==> config.mk <==
export PLATFORM = sky130hd
export DESIGN_NAME = event_flag_group_unit
export DESIGN_NICKNAME = d
export VERILOG_FILES = /design/src/hdl/efg_pkg.sv /design/src/hdl/efg_fifo.sv /design/src/hdl/efg_front.sv /design/src/hdl/efg_back.sv /design/src/hdl/event_flag_group_unit.sv
export VERILOG_INCLUDE_DIRS = /design/src /design/src/hdl
export SDC_FILE = /design/constraint.sdc
export NUM_CORES = 2
export LEC_CHECK = 0
export BUFFER_PORTS_ARGS = -buffer_cell sky130_fd_sc_hd__buf_2
export CORE_AREA = 5 5 382 384
export CTS_BUF_LIST = sky130_fd_sc_hd__clkbuf_8
export DETAILED_ROUTE_END_ITERATION = 10
export DIE_AREA = 0 0 387 389
export PLACE_DENSITY_LB_ADDON = 0.25
export SYNTH_ARGS = -nofsm -noshare
export SYNTH_HDL_FRONTEND = slang
export SYNTH_SLANG_ARGS = --single-unit
==> constraint.sdc <==
create_clock -name clk -period 13.9 [get_ports clk]
set_input_delay 0.695 -clock clk [delete_from_list [all_inputs] [get_ports clk]]
set_output_delay 0.695 -clock clk [all_outputs]
set_load 0.01 [all_outputs]
==> src/hdl/event_flag_group_unit_defines.svh <==
// Assertion macros shared by the event flag group RTL.
// Depends on clk and rst_n being visible where a macro is used.
`ifndef EVENT_FLAG_GROUP_UNIT_DEFINES_SVH
`define EVENT_FLAG_GROUP_UNIT_DEFINES_SVH

// Same-cycle implication, disabled during reset
`define EFG_ASSERT_NOW(name, ante, cons, msg) \
    name: assert property (@(posedge clk) disable iff (!rst_n) (ante) |-> (cons)) \
        else $error(msg);

// Next-cycle implication, disabled during reset
`define EFG_ASSERT_NEXT(name, ante, cons, msg) \
    name: assert property (@(posedge clk) disable iff (!rst_n) (ante) |=> (cons)) \
        else $error(msg);

`endif

==> src/hdl/efg_pkg.sv <==
// Shared types, codes and constants of the event flag group.
// No dependencies.
package efg_pkg;

    localparam int WAITER_SLOTS_DEF = 8;
    localparam int DATA_W           = 32;
    localparam int SLOT_BITS        = 3;
    localparam int CMD_DEPTH        = 2;
    localparam int RES_DEPTH        = 4;
    localparam int CFG_IDX_W        = 1;

    // Operation codes on the input side
    localparam logic [1:0] OP_SET     = 2'd0;
    localparam logic [1:0] OP_WAIT    = 2'd1;
    localparam logic [1:0] OP_TIMEOUT = 2'd2;

    // Configuration register indexes
    localparam logic [CFG_IDX_W-1:0] CFG_EDGE_MASK     = 1'b0;
    localparam logic [CFG_IDX_W-1:0] CFG_CLEAR_DISABLE = 1'b1;

    typedef enum logic [1:0] {
        K_SET,
        K_WAIT,
        K_TIMEOUT,
        K_NONE
    } kind_t;

    typedef enum logic [2:0] {
        STAT_WOKEN,
        STAT_BLOCKED,
        STAT_TIMEOUT,
        STAT_NOBODY,
        STAT_SLOTERR
    } status_t;

    typedef enum logic [1:0] {
        S_IDLE,
        S_SCAN,
        S_FINISH
    } state_t;

    // Classified command: word_a/b/c are set/clear/toggle for a set,
    // desired/listen/group for a wait.
    typedef struct packed {
        kind_t               kind;
        logic [SLOT_BITS-1:0] slot;
        logic                slot_ok;
        logic [DATA_W-1:0]   word_a;
        logic [DATA_W-1:0]   word_b;
        logic [DATA_W-1:0]   word_c;
    } cmd_t;

    typedef struct packed {
        logic [SLOT_BITS-1:0] slot;
        status_t              status;
        logic [DATA_W-1:0]    bits;
        logic                 last;
    } res_t;

    // Only slots 0..7 are addressable, so at most eight are ever scanned
    function automatic int active_slots(input int n);
        return (n < 8) ? n : 8;
    endfunction

endpackage

==> src/hdl/efg_fifo.sv <==
// Small register queue with push/full and pop/empty sides.
// No dependencies.
module efg_fifo #(
    parameter int WIDTH = 1,
    parameter int DEPTH = 2
) (
    input  logic             clk,
    input  logic             rst_n,
    input  logic             push,
    input  logic [WIDTH-1:0] wdata,
    output logic             full,
    input  logic             pop,
    output logic [WIDTH-1:0] rdata,
    output logic             empty
);

    localparam int PTR_W = (DEPTH > 1) ? $clog2(DEPTH) : 1;
    localparam int CNT_W = $clog2(DEPTH + 1);
    localparam logic [PTR_W-1:0] PTR_LAST = PTR_W'(DEPTH - 1);
    localparam logic [CNT_W-1:0] CNT_FULL = CNT_W'(DEPTH);

    logic [WIDTH-1:0] mem_reg [DEPTH];
    logic [PTR_W-1:0] wr_ptr_reg, wr_ptr_next;
    logic [PTR_W-1:0] rd_ptr_reg, rd_ptr_next;
    logic [CNT_W-1:0] count_reg, count_next;
    logic             do_push, do_pop;

    assign full    = (count_reg == CNT_FULL);
    assign empty   = (count_reg == '0);
    assign do_push = push & ~full;
    assign do_pop  = pop & ~empty;
    assign rdata   = mem_reg[rd_ptr_reg];

    always_comb
    begin
        wr_ptr_next = wr_ptr_reg;
        rd_ptr_next = rd_ptr_reg;
        count_next  = count_reg;
        if (do_push)
        begin
            wr_ptr_next = (wr_ptr_reg == PTR_LAST) ? '0 : wr_ptr_reg + 1'b1;
        end
        if (do_pop)
        begin
            rd_ptr_next = (rd_ptr_reg == PTR_LAST) ? '0 : rd_ptr_reg + 1'b1;
        end
        if (do_push && !do_pop)
        begin
            count_next = count_reg + 1'b1;
        end
        else if (do_pop && !do_push)
        begin
            count_next = count_reg - 1'b1;
        end
    end

    always_ff @(posedge clk or negedge rst_n)
    begin
        if (!rst_n)
        begin
            wr_ptr_reg <= '0;
            rd_ptr_reg <= '0;
            count_reg  <= '0;
        end
        else
        begin
            wr_ptr_reg <= wr_ptr_next;
            rd_ptr_reg <= rd_ptr_next;
            count_reg  <= count_next;
        end
    end

    always_ff @(posedge clk)
    begin
        if (do_push)
        begin
            mem_reg[wr_ptr_reg] <= wdata;
        end
    end

endmodule

==> src/hdl/efg_front.sv <==
// Front end: accept input words, decode the operation, queue commands.
// Depends on efg_pkg and efg_fifo.
module efg_front #(
    parameter int WAITER_SLOTS = efg_pkg::WAITER_SLOTS_DEF
) (
    input  logic                           clk,
    input  logic                           rst_n,
    input  logic                           push,
    output logic                           full,
    input  logic [1:0]                     operation,
    input  logic [efg_pkg::DATA_W-1:0]     set_bits,
    input  logic [efg_pkg::DATA_W-1:0]     clear_bits,
    input  logic [efg_pkg::DATA_W-1:0]     toggle_bits,
    input  logic [efg_pkg::SLOT_BITS-1:0]  slot_index,
    input  logic [efg_pkg::DATA_W-1:0]     desired_bits,
    input  logic [efg_pkg::DATA_W-1:0]     listen_bits,
    input  logic [efg_pkg::DATA_W-1:0]     group_bits,
    output efg_pkg::cmd_t                  cmd,
    output logic                           cmd_empty,
    input  logic                           cmd_pop
);
    import efg_pkg::*;

    localparam logic [6:0] SLOT_LIMIT = 7'(WAITER_SLOTS);

    cmd_t                 cmd_in;
    logic [$bits(cmd_t)-1:0] cmd_raw;

    // Fold the two operand groups onto shared words
    always_comb
    begin
        cmd_in.slot    = slot_index;
        cmd_in.slot_ok = ({4'b0, slot_index} < SLOT_LIMIT);
        cmd_in.kind    = K_NONE;
        cmd_in.word_a  = '0;
        cmd_in.word_b  = '0;
        cmd_in.word_c  = '0;
        case (operation)
            OP_SET:
            begin
                cmd_in.kind   = K_SET;
                cmd_in.word_a = set_bits;
                cmd_in.word_b = clear_bits;
                cmd_in.word_c = toggle_bits;
            end
            OP_WAIT:
            begin
                cmd_in.kind   = K_WAIT;
                cmd_in.word_a = desired_bits;
                cmd_in.word_b = listen_bits;
                cmd_in.word_c = group_bits;
            end
            OP_TIMEOUT:
            begin
                cmd_in.kind = K_TIMEOUT;
            end
            default:
            begin
                cmd_in.kind = K_NONE;
            end
        endcase
    end

    efg_fifo #(
        .WIDTH ($bits(cmd_t)),
        .DEPTH (CMD_DEPTH)
    ) u_cmd_q (
        .clk   (clk),
        .rst_n (rst_n),
        .push  (push),
        .wdata (cmd_in),
        .full  (full),
        .pop   (cmd_pop),
        .rdata (cmd_raw),
        .empty (cmd_empty)
    );

    assign cmd = cmd_t'(cmd_raw);

endmodule

==> src/hdl/efg_back.sv <==
// Back end: flag state, waiter slot table and the wake-up scan sequencer.
// Depends on efg_pkg and event_flag_group_unit_defines.svh.
`include "event_flag_group_unit_defines.svh"

module efg_back #(
    parameter int WAITER_SLOTS = efg_pkg::WAITER_SLOTS_DEF
) (
    input  logic                           clk,
    input  logic                           rst_n,
    input  logic                           cfg_write,
    input  logic [efg_pkg::CFG_IDX_W-1:0]  cfg_index,
    input  logic [efg_pkg::DATA_W-1:0]     cfg_data,
    input  efg_pkg::cmd_t                  cmd,
    input  logic                           cmd_empty,
    output logic                           cmd_pop,
    output logic                           res_push,
    output efg_pkg::res_t                  res_word,
    input  logic                           res_full
);
    import efg_pkg::*;

    localparam int NSLOT  = active_slots(WAITER_SLOTS);
    localparam int SLOT_W = (NSLOT > 1) ? $clog2(NSLOT) : 1;
    localparam logic [SLOT_W-1:0] LAST_IDX = SLOT_W'(NSLOT - 1);

    state_t                state_reg, state_next;
    logic [DATA_W-1:0]     edge_mask_reg, edge_mask_next;
    logic [DATA_W-1:0]     keep_mask_reg, keep_mask_next;
    logic [DATA_W-1:0]     flag_reg, flag_next;
    logic [DATA_W-1:0]     pend_reg, pend_next;
    logic [DATA_W-1:0]     report_reg, report_next;
    logic [DATA_W-1:0]     reported_reg, reported_next;
    logic [SLOT_W-1:0]     scan_idx_reg, scan_idx_next;
    logic                  hold_valid_reg, hold_valid_next;
    logic [SLOT_BITS-1:0]  hold_slot_reg, hold_slot_next;
    logic [DATA_W-1:0]     hold_bits_reg, hold_bits_next;
    logic [NSLOT-1:0]      waiting_reg, waiting_next;

    logic [DATA_W-1:0]     desired_reg   [NSLOT];
    logic [DATA_W-1:0]     listen_reg    [NSLOT];
    logic [DATA_W-1:0]     group_reg     [NSLOT];
    logic [DATA_W-1:0]     collected_reg [NSLOT];

    logic [SLOT_W-1:0]     slot_idx;
    logic                  slot_busy;
    logic [DATA_W-1:0]     level_word;
    logic [DATA_W-1:0]     wait_got;
    logic                  wait_wake;
    logic [DATA_W-1:0]     set_value;
    logic [DATA_W-1:0]     set_defer;
    logic [DATA_W-1:0]     scan_got;
    logic [DATA_W-1:0]     scan_coll;
    logic                  scan_wake;
    logic                  slot_wr;
    logic                  coll_wr;
    logic [DATA_W-1:0]     coll_wdata;

    // One table port: scan position while scanning, else the command's slot
    assign slot_idx   = (state_reg == S_SCAN) ? scan_idx_reg : cmd.slot[SLOT_W-1:0];
    assign slot_busy  = waiting_reg[slot_idx];
    assign level_word = (pend_reg & edge_mask_reg) | (flag_reg & ~edge_mask_reg);
    assign wait_got   = ~(level_word ^ cmd.word_a) & cmd.word_b;
    assign wait_wake  = (wait_got != '0) &&
                        ((cmd.word_c == '0) || ((wait_got & cmd.word_c) == cmd.word_c));
    assign set_value  = ((flag_reg & ~cmd.word_b) | cmd.word_a) ^ cmd.word_c;
    assign set_defer  = pend_reg | (set_value ^ flag_reg);
    assign scan_got   = ~(report_reg ^ desired_reg[slot_idx]) & listen_reg[slot_idx]
                        & {DATA_W{slot_busy}};
    assign scan_coll  = collected_reg[slot_idx] | scan_got;
    assign scan_wake  = (scan_got != '0) &&
                        ((group_reg[slot_idx] == '0) ||
                         ((scan_coll & group_reg[slot_idx]) == group_reg[slot_idx]));

    always_comb
    begin
        edge_mask_next = edge_mask_reg;
        keep_mask_next = keep_mask_reg;
        if (cfg_write)
        begin
            case (cfg_index)
                CFG_EDGE_MASK:     edge_mask_next = cfg_data;
                CFG_CLEAR_DISABLE: keep_mask_next = cfg_data;
                default:           edge_mask_next = edge_mask_reg;
            endcase
        end
    end

    always_comb
    begin
        state_next      = state_reg;
        flag_next       = flag_reg;
        pend_next       = pend_reg;
        report_next     = report_reg;
        reported_next   = reported_reg;
        scan_idx_next   = scan_idx_reg;
        hold_valid_next = hold_valid_reg;
        hold_slot_next  = hold_slot_reg;
        hold_bits_next  = hold_bits_reg;
        waiting_next    = waiting_reg;
        cmd_pop         = 1'b0;
        res_push        = 1'b0;
        res_word        = '{slot: '0, status: STAT_NOBODY, bits: '0, last: 1'b1};
        slot_wr         = 1'b0;
        coll_wr         = 1'b0;
        coll_wdata      = wait_got;

        case (state_reg)
            S_IDLE:
            begin
                if (!cmd_empty && !res_full)
                begin
                    cmd_pop = 1'b1;
                    case (cmd.kind)
                        K_SET:
                        begin
                            // Apply the update now; consume after the scan
                            flag_next       = set_value;
                            pend_next       = set_defer;
                            report_next     = (set_defer & edge_mask_reg)
                                              | (set_value & ~edge_mask_reg);
                            reported_next   = '0;
                            hold_valid_next = 1'b0;
                            scan_idx_next   = '0;
                            state_next      = S_SCAN;
                        end
                        K_WAIT:
                        begin
                            res_push = 1'b1;
                            if (!cmd.slot_ok || slot_busy)
                            begin
                                res_word = '{slot: cmd.slot, status: STAT_SLOTERR,
                                             bits: '0, last: 1'b1};
                            end
                            else
                            begin
                                slot_wr   = 1'b1;
                                pend_next = pend_reg & ~wait_got;
                                flag_next = flag_reg & ~(wait_got & ~keep_mask_reg);
                                if (wait_wake)
                                begin
                                    res_word = '{slot: cmd.slot, status: STAT_WOKEN,
                                                 bits: wait_got, last: 1'b1};
                                end
                                else
                                begin
                                    waiting_next[slot_idx] = 1'b1;
                                    res_word = '{slot: cmd.slot, status: STAT_BLOCKED,
                                                 bits: wait_got, last: 1'b1};
                                end
                            end
                        end
                        K_TIMEOUT:
                        begin
                            res_push = 1'b1;
                            if (!cmd.slot_ok || !slot_busy)
                            begin
                                res_word = '{slot: cmd.slot, status: STAT_SLOTERR,
                                             bits: '0, last: 1'b1};
                            end
                            else
                            begin
                                waiting_next[slot_idx] = 1'b0;
                                res_word = '{slot: cmd.slot, status: STAT_TIMEOUT,
                                             bits: collected_reg[slot_idx], last: 1'b1};
                            end
                        end
                        default:
                        begin
                            res_push = 1'b1;
                        end
                    endcase
                end
            end

            S_SCAN:
            begin
                if (!res_full)
                begin
                    if (scan_got != '0)
                    begin
                        coll_wr       = 1'b1;
                        coll_wdata    = scan_coll;
                        reported_next = reported_reg | scan_got;
                        if (scan_wake)
                        begin
                            waiting_next[slot_idx] = 1'b0;
                            // Release the previous wake; this one may be the final word
                            if (hold_valid_reg)
                            begin
                                res_push = 1'b1;
                                res_word = '{slot: hold_slot_reg, status: STAT_WOKEN,
                                             bits: hold_bits_reg, last: 1'b0};
                            end
                            hold_valid_next = 1'b1;
                            hold_slot_next  = SLOT_BITS'(scan_idx_reg);
                            hold_bits_next  = scan_coll;
                        end
                    end
                    if (scan_idx_reg == LAST_IDX)
                    begin
                        state_next = S_FINISH;
                    end
                    else
                    begin
                        scan_idx_next = scan_idx_reg + 1'b1;
                    end
                end
            end

            S_FINISH:
            begin
                if (!res_full)
                begin
                    res_push = 1'b1;
                    if (hold_valid_reg)
                    begin
                        res_word = '{slot: hold_slot_reg, status: STAT_WOKEN,
                                     bits: hold_bits_reg, last: 1'b1};
                    end
                    pend_next       = pend_reg & ~reported_reg;
                    flag_next       = flag_reg & ~(reported_reg & ~keep_mask_reg);
                    hold_valid_next = 1'b0;
                    state_next      = S_IDLE;
                end
            end

            default:
            begin
                state_next = S_IDLE;
            end
        endcase
    end

    always_ff @(posedge clk or negedge rst_n)
    begin
        if (!rst_n)
        begin
            state_reg      <= S_IDLE;
            edge_mask_reg  <= '0;
            keep_mask_reg  <= '0;
            flag_reg       <= '0;
            pend_reg       <= '0;
            waiting_reg    <= '0;
            hold_valid_reg <= 1'b0;
            scan_idx_reg   <= '0;
        end
        else
        begin
            state_reg      <= state_next;
            edge_mask_reg  <= edge_mask_next;
            keep_mask_reg  <= keep_mask_next;
            flag_reg       <= flag_next;
            pend_reg       <= pend_next;
            waiting_reg    <= waiting_next;
            hold_valid_reg <= hold_valid_next;
            scan_idx_reg   <= scan_idx_next;
        end
    end

    always_ff @(posedge clk)
    begin
        report_reg    <= report_next;
        reported_reg  <= reported_next;
        hold_slot_reg <= hold_slot_next;
        hold_bits_reg <= hold_bits_next;
    end

    // Slot table: written by a wait, collected bits also by the scan
    always_ff @(posedge clk)
    begin
        if (slot_wr)
        begin
            desired_reg[slot_idx] <= cmd.word_a;
            listen_reg[slot_idx]  <= cmd.word_b;
            group_reg[slot_idx]   <= cmd.word_c;
        end
        if (slot_wr || coll_wr)
        begin
            collected_reg[slot_idx] <= coll_wdata;
        end
    end

    `EFG_ASSERT_NOW(a_push_has_room, res_push, !res_full, "result pushed into a full queue")
    `EFG_ASSERT_NOW(a_pop_in_idle, cmd_pop, state_reg == S_IDLE, "command taken outside idle")
    `EFG_ASSERT_NOW(a_scan_in_range, state_reg == S_SCAN, 32'(scan_idx_reg) < NSLOT, "scan past table")
    `EFG_ASSERT_NOW(a_idle_no_hold, state_reg == S_IDLE, !hold_valid_reg, "held wake left in idle")
    `EFG_ASSERT_NEXT(a_finish_closes, state_reg == S_FINISH && !res_full, state_reg == S_IDLE, "finish stuck")

endmodule

==> src/hdl/event_flag_group_unit.sv <==
// Top level of the event flag group with waiter slots.
// Depends on efg_pkg, efg_front, efg_back and efg_fifo.
//
// Usage:
//   Input channel: drive the operation word and push it while full is low.
//   Operations are set/clear/toggle, wait by a slot and timeout of a slot.
//   Result channel: a word is on woken_slot/status/delivered_bits/last while
//   empty is low; pop takes it. Every input yields one or more result words,
//   the final one marked by last.
//   Configuration: cfg_write with cfg_index 0 (edge mask) or 1 (clear-disable
//   mask) writes cfg_data at once; write only while the block is idle.
//   Flow: a word enters a two-entry command queue, then the executor takes
//   it. Wait, timeout and unknown codes are executed from idle and push
//   their result word when taken. A set updates the flags in idle, scans the
//   waiter slots in ascending order (at most eight), then consumes the
//   reported bits and closes in the finish state.
//   Stall: when the four-entry result queue fills, the executor holds its
//   place; the command queue still takes words until it fills too.
//   Reset: flags, pending edges, both masks and all waiting marks clear;
//   both queues empty. No clearing pass.
module event_flag_group_unit #(
    parameter int WAITER_SLOTS = efg_pkg::WAITER_SLOTS_DEF
) (
    input  logic                           clk,
    input  logic                           rst_n,
    input  logic                           cfg_write,
    input  logic [efg_pkg::CFG_IDX_W-1:0]  cfg_index,
    input  logic [efg_pkg::DATA_W-1:0]     cfg_data,
    input  logic                           push,
    output logic                           full,
    input  logic [1:0]                     operation,
    input  logic [efg_pkg::DATA_W-1:0]     set_bits,
    input  logic [efg_pkg::DATA_W-1:0]     clear_bits,
    input  logic [efg_pkg::DATA_W-1:0]     toggle_bits,
    input  logic [efg_pkg::SLOT_BITS-1:0]  slot_index,
    input  logic [efg_pkg::DATA_W-1:0]     desired_bits,
    input  logic [efg_pkg::DATA_W-1:0]     listen_bits,
    input  logic [efg_pkg::DATA_W-1:0]     group_bits,
    output logic                           empty,
    input  logic                           pop,
    output logic [efg_pkg::SLOT_BITS-1:0]  woken_slot,
    output logic [2:0]                     status,
    output logic [efg_pkg::DATA_W-1:0]     delivered_bits,
    output logic                           last
);
    import efg_pkg::*;

    cmd_t                    cmd;
    logic                    cmd_empty;
    logic                    cmd_pop;
    logic                    res_push;
    res_t                    res_word;
    logic                    res_full;
    logic [$bits(res_t)-1:0] res_raw;
    res_t                    res_head;

    // Decode and queue incoming words
    efg_front #(
        .WAITER_SLOTS (WAITER_SLOTS)
    ) u_front (
        .clk          (clk),
        .rst_n        (rst_n),
        .push         (push),
        .full         (full),
        .operation    (operation),
        .set_bits     (set_bits),
        .clear_bits   (clear_bits),
        .toggle_bits  (toggle_bits),
        .slot_index   (slot_index),
        .desired_bits (desired_bits),
        .listen_bits  (listen_bits),
        .group_bits   (group_bits),
        .cmd          (cmd),
        .cmd_empty    (cmd_empty),
        .cmd_pop      (cmd_pop)
    );

    // Execute commands against the flag state and slot table
    efg_back #(
        .WAITER_SLOTS (WAITER_SLOTS)
    ) u_back (
        .clk       (clk),
        .rst_n     (rst_n),
        .cfg_write (cfg_write),
        .cfg_index (cfg_index),
        .cfg_data  (cfg_data),
        .cmd       (cmd),
        .cmd_empty (cmd_empty),
        .cmd_pop   (cmd_pop),
        .res_push  (res_push),
        .res_word  (res_word),
        .res_full  (res_full)
    );

    // Hold results until the receiver pops them
    efg_fifo #(
        .WIDTH ($bits(res_t)),
        .DEPTH (RES_DEPTH)
    ) u_res_q (
        .clk   (clk),
        .rst_n (rst_n),
        .push  (res_push),
        .wdata (res_word),
        .full  (res_full),
        .pop   (pop),
        .rdata (res_raw),
        .empty (empty)
    );

    assign res_head       = res_t'(res_raw);
    assign woken_slot     = res_head.slot;
    assign status         = res_head.status;
    assign delivered_bits = res_head.bits;
    assign last           = res_head.last;

endmodule

==> summary.txt <==
Power and ir drop
  • Pwr dens: approximately 270 mW/mm²
  • P_int: approximately 0.012 W
  • Net Sw Frac: between 40 and 50%
  • NetSw: ~0.0094 W
  • Leakage power: approximately 28 nW
  • Clk pwr share: ~18%
  • Combinational power share: about 47%
  • Total power: 0.0212 W
  • Flop pwr share: around a third
  • Peak supply drop: 0.343 mV

Final layout
  • Share of layout cells above drive strength 1: 20.1%
  • Register area: ~0.048 mm²
  • Post-route cell area: 0.0793 mm²
  • Multi-input logic area: 0.0204 mm²
  • Core Util, Final: a little under three fifths
  • Fin nets: around 5,500
  • Fill cell count: roughly 11,000
  • Synthesis-to-finish area growth: 12.3%

Timing
  • Tmin final: roughly 8.3 ns
  • Max Slew Vio Count: 7
  • Worst Tran Pin Value: 1.51 ns
  • Hold Vio Cnt, Final: 0
  • Worst Skew: about 0.084 ns
  • Final setup fails: 0
  • Headroom to the max-slew limit: -0.831%
  • Setup TNS: 0 ns
  • Final period util: approximately three fifths
  • Unrepaired setup endpoints after global routing: false
  • Peak Freq: approximately 120 MHz
  • Worst hold slack: around 0.1 ns

Synth
  • Synth warn: 0
  • Mapped Nets: 5,108
  • Post-Synth XOR/XNOR Area: under 10%
  • Post-Syn Area: around 0.071 mm²
  • Top cells by area, synth: edfxtp_1, dfrtp_1, mux2i_1
  • Post-synthesis mux area share: a little under a tenth
  • Unique masters post-synth: 98
  • Compound-cell area share of the yosys netlist: between 10 and 15%
  • Share of the synthesized area in the top cell type: 62.9%
  • Top_reg_cell synth: edfxtp_1
  • Cells after synthesis: ~4,900
  • Post-synthesis sequential area ratio: 68.4%
  • Number of flops mapped to enable cells by yosys: around 1,500
  • Post-Syn Area per Cell: 14.5 µm²
  • Post-synth ARST share: under 10%
  • Synth area leader: edfxtp_1
  • Main combinational cell family by area after synthesis: compound AO/OA/AOI/OAI gates
  • Post-Synth Adder-Cell Area: less than 1%
  • Flops & latches, synth: between 1,500 and 2,000
  • Post-synthesis simple-gate area fraction: under 10%

Placed design
  • Final HPWL DP: between 100 and 150 mm
  • GPL Wtd Cong: between 0.9 and 1
  • PortBufs: roughly 280
  • Placed Area: 0.0741 mm²

Clock tree
  • Clock Path Buffers: 4
  • Worst skew pair latency: 1.00 ns
  • Max H-tree Level: 5
  • Cts bufs inserted: ~280
  • Post_cts resized: 0
  • Worst-path clk slew: ~0.060 ns
  • Clock sink count: 1,634
  • Clk root buf: clkbuf_8
  • CTS tree: built

GRT
  • Number of global-route vias before repair: roughly 44,000
  • Gr usage total: 29.0%
  • Gr ovfl total: 0
  • First-pass GRT wire length: around 320 mm
  • Largest net degree at the start of global routing: between 100 and 150
  • Initial antenna violation count: 18

Floorplan
  • CORE AREA: about 0.14 mm²
  • IO Pins: around 280
  • Die Y: around 390 µm
  • # rows: around 140
  • Die area: between 0.15 and 0.2 mm²
  • Die X: between 300 and 400 µm
  • Initial core utilization: between 40% and 50%

Status
  • Status: complete, but fails checks
  • Failing checks: capacitance limit, slew limit

Route
  • Via count: about 46,000
  • Routed wire length: between 200 and 250 mm
  • Iter 0 DRT Violations: ~6,500
  • DR pass1 iterations: 6
  • Wirelength per Cell: just over 30 µm
  • Vias per std cell: 6.32
  • Post-route ant nets: 0
  • Post-route DRC: 0

Flow run
  • Max-cap violations: 2

Setup path
  • R2R Setup Slk: between 5 and 6 ns
  • Crit end category: flop
  • CP Class: flop to flop
  • R2r endpoint: u_res_q.count_reg[1]
  • Data arrival, critical path: about 9.2 ns
  • CP required: approximately 15 ns
  • Critical Path Fanout Max: 80
  • R2R depth: 19
  • Startpoint Class: flop
  • Worst r2r src: u_back.state_reg[0]

Hold path
  • Hold path depth: 3
  • Worst Hold Class: input pin to flop
  • Worst Hold Path EP: u_front.u_cmd_q.mem_reg[1][49]
  • HP Start: clear_bits[17]
-- repair_timing --
| item | in CTS | in global routing |
|---|---|---|
| hold endpoints to repair | 95 | 0 |
| hold buffers | 36 | 0 |
| buffers inserted | 0 | 0 |
-- worst max-delay path by stage --
stage / startpoint / to / slack [ns] / depth (start not counted)
6_report: u_back.state_reg[0] / u_res_q.count_reg[1] / 5.61 / 19
3_3_place_gp: u_back.state_reg[0] / u_res_q.count_reg[1] / 5.90 / 19
4_1_cts: u_back.state_reg[0] / u_res_q.mem_reg[1][1] / 5.88 / 15
3_5_place_dp: u_back.state_reg[0] / u_res_q.count_reg[1] / 5.88 / 19
5_1_grt: u_back.state_reg[0] / u_res_q.mem_reg[0][1] / 5.39 / 15
2_1_floorplan: u_front.u_cmd_q.rd_ptr_reg / u_back.desired_reg[6][0] / 3.76 / 13
-- stage by stage --
step,std cells,setup slack (ns)
after detailed placement,6846,5.88
final,7354,5.61
after global placement,6846,5.90
after floorplan,4860,3.76
after global routing,7342,5.39
after CTS,7340,5.88
-- power groups by stage --
stage               sequential, W  combinational (W)  clock (W)
finish                    0.00744            0.00991    0.00388
global route              0.00749             0.0102    0.00416
CTS                       0.00741            0.00959    0.00393
detailed placement        0.00750            0.00955          0
global placement          0.00747            0.00945          0
floorplan                 0.00730            0.00586          0
-- metal layers --
| metal | wire (µm) | track usage (%) | share of wire, % |
|---|---|---|---|
| met3 | 31000 | 10.5 | 14 |
| met2 | 94700 | 41.0 | 42 |
| met5 | 13 | 0 | 0.0058 |
| met1 | 87100 | 40.3 | 39 |
| met4 | 11200 | 13.5 | 5.0 |
-- critical path: stages, from the launching register on --
cell and delay [ns]:
dfrtp_1 0.95, or3b_4 0.71, o21ai_4 0.13, buf_4 0.51
buf_4 0.75, buf_4 0.66, a2111oi_0 0.25, nor4_2 0.53
xor2_1 0.29, nor2_1 0.12, or4_1 0.54, nor4_2 0.53
a21oi_2 0.25, nor2b_4 0.22, a32oi_4 0.52, inv_1 0.10
ha_1 0.22, inv_1 0.08, fa_1 0.40, mux2_2 0.26
-- layout make-up --
| class | instances | area share [%] |
|---|---|---|
| flip-flops and latches | 1634 | 60.9 |
| clock buffers | 294 | 5.10 |
| multi-input cells | 2754 | 25.7 |
| diodes | 14 | 0.0442 |
| inverters | 137 | 0.648 |
| clock inverters | 164 | 0.948 |
| well taps | 1903 | 3.00 |
| repair buffers | 454 | 3.63 |
-- synthesized netlist by cell type, types with 17 or more instances --
| cell | count |
|---|---|
| dfrtp_1 | 153 |
| o22a_1 | 25 |
| and2_1 | 19 |
| nor4_1 | 27 |
| clkbuf_1 | 139 |
| edfxtp_1 | 1481 |
| o22ai_1 | 58 |
| a31oi_1 | 30 |
| buf_6 | 21 |
| a221oi_1 | 90 |
| nor2_1 | 283 |
| mux2i_1 | 273 |
| nor2b_1 | 30 |
| mux4_2 | 81 |
| buf_4 | 36 |
| a211oi_1 | 47 |
| xnor2_1 | 92 |
| nor3_1 | 27 |
| o21ai_1 | 30 |
| buf_2 | 116 |
| mux2_2 | 168 |
| and2_0 | 17 |
| inv_1 | 137 |
| a2111oi_0 | 65 |
| o211ai_1 | 36 |
| o21ai_0 | 228 |
| a21o_1 | 38 |
| o221ai_1 | 18 |
| xor2_1 | 33 |
| buf_1 | 22 |
| nand3_1 | 34 |
| nand2_1 | 401 |
| a21oi_1 | 207 |
| a22oi_1 | 75 |
| o211a_1 | 67 |
-- layout by cell type, fill, tap and decap left out, types with 15 or more instances in the layout --
master            n
nor2b_1          24
a221oi_1         90
o211ai_1         36
and2_0           17
edfxtp_1       1481
mux4_2           81
o22a_1           25
xnor2_1          92
nand2_1         401
xor2_1           33
and2_1           17
dlygate4sd3_1    36
inv_1           217
nor4_1           27
a22oi_1          75
a211oi_1         47
clkbuf_8        294
a21oi_1         205
clkinv_1         55
o21ai_0         227
nor2_1          257
dfrtp_1         151
o21ai_1          31
mux2_2          168
mux2i_1         269
o211a_1          67
buf_4           140
nor3_1           23
clkinv_2         18
a21o_1           37
a31oi_1          30
o22ai_1          58
nand3_1          33
a2111oi_0        65
a22o_1           15
buf_2           272
o221ai_1         18
-- cells by family after synthesis --
group / count (synthesis)
flip-flops: 1634
multiplexers: 527
AND/OR/NAND/NOR: 927
buffers and inverters: 472
adder cells (fa/ha/maj): 13
AO/OA/AOI/OAI: 1162
XOR/XNOR: 125
Power figures use the tool's default switching activity.
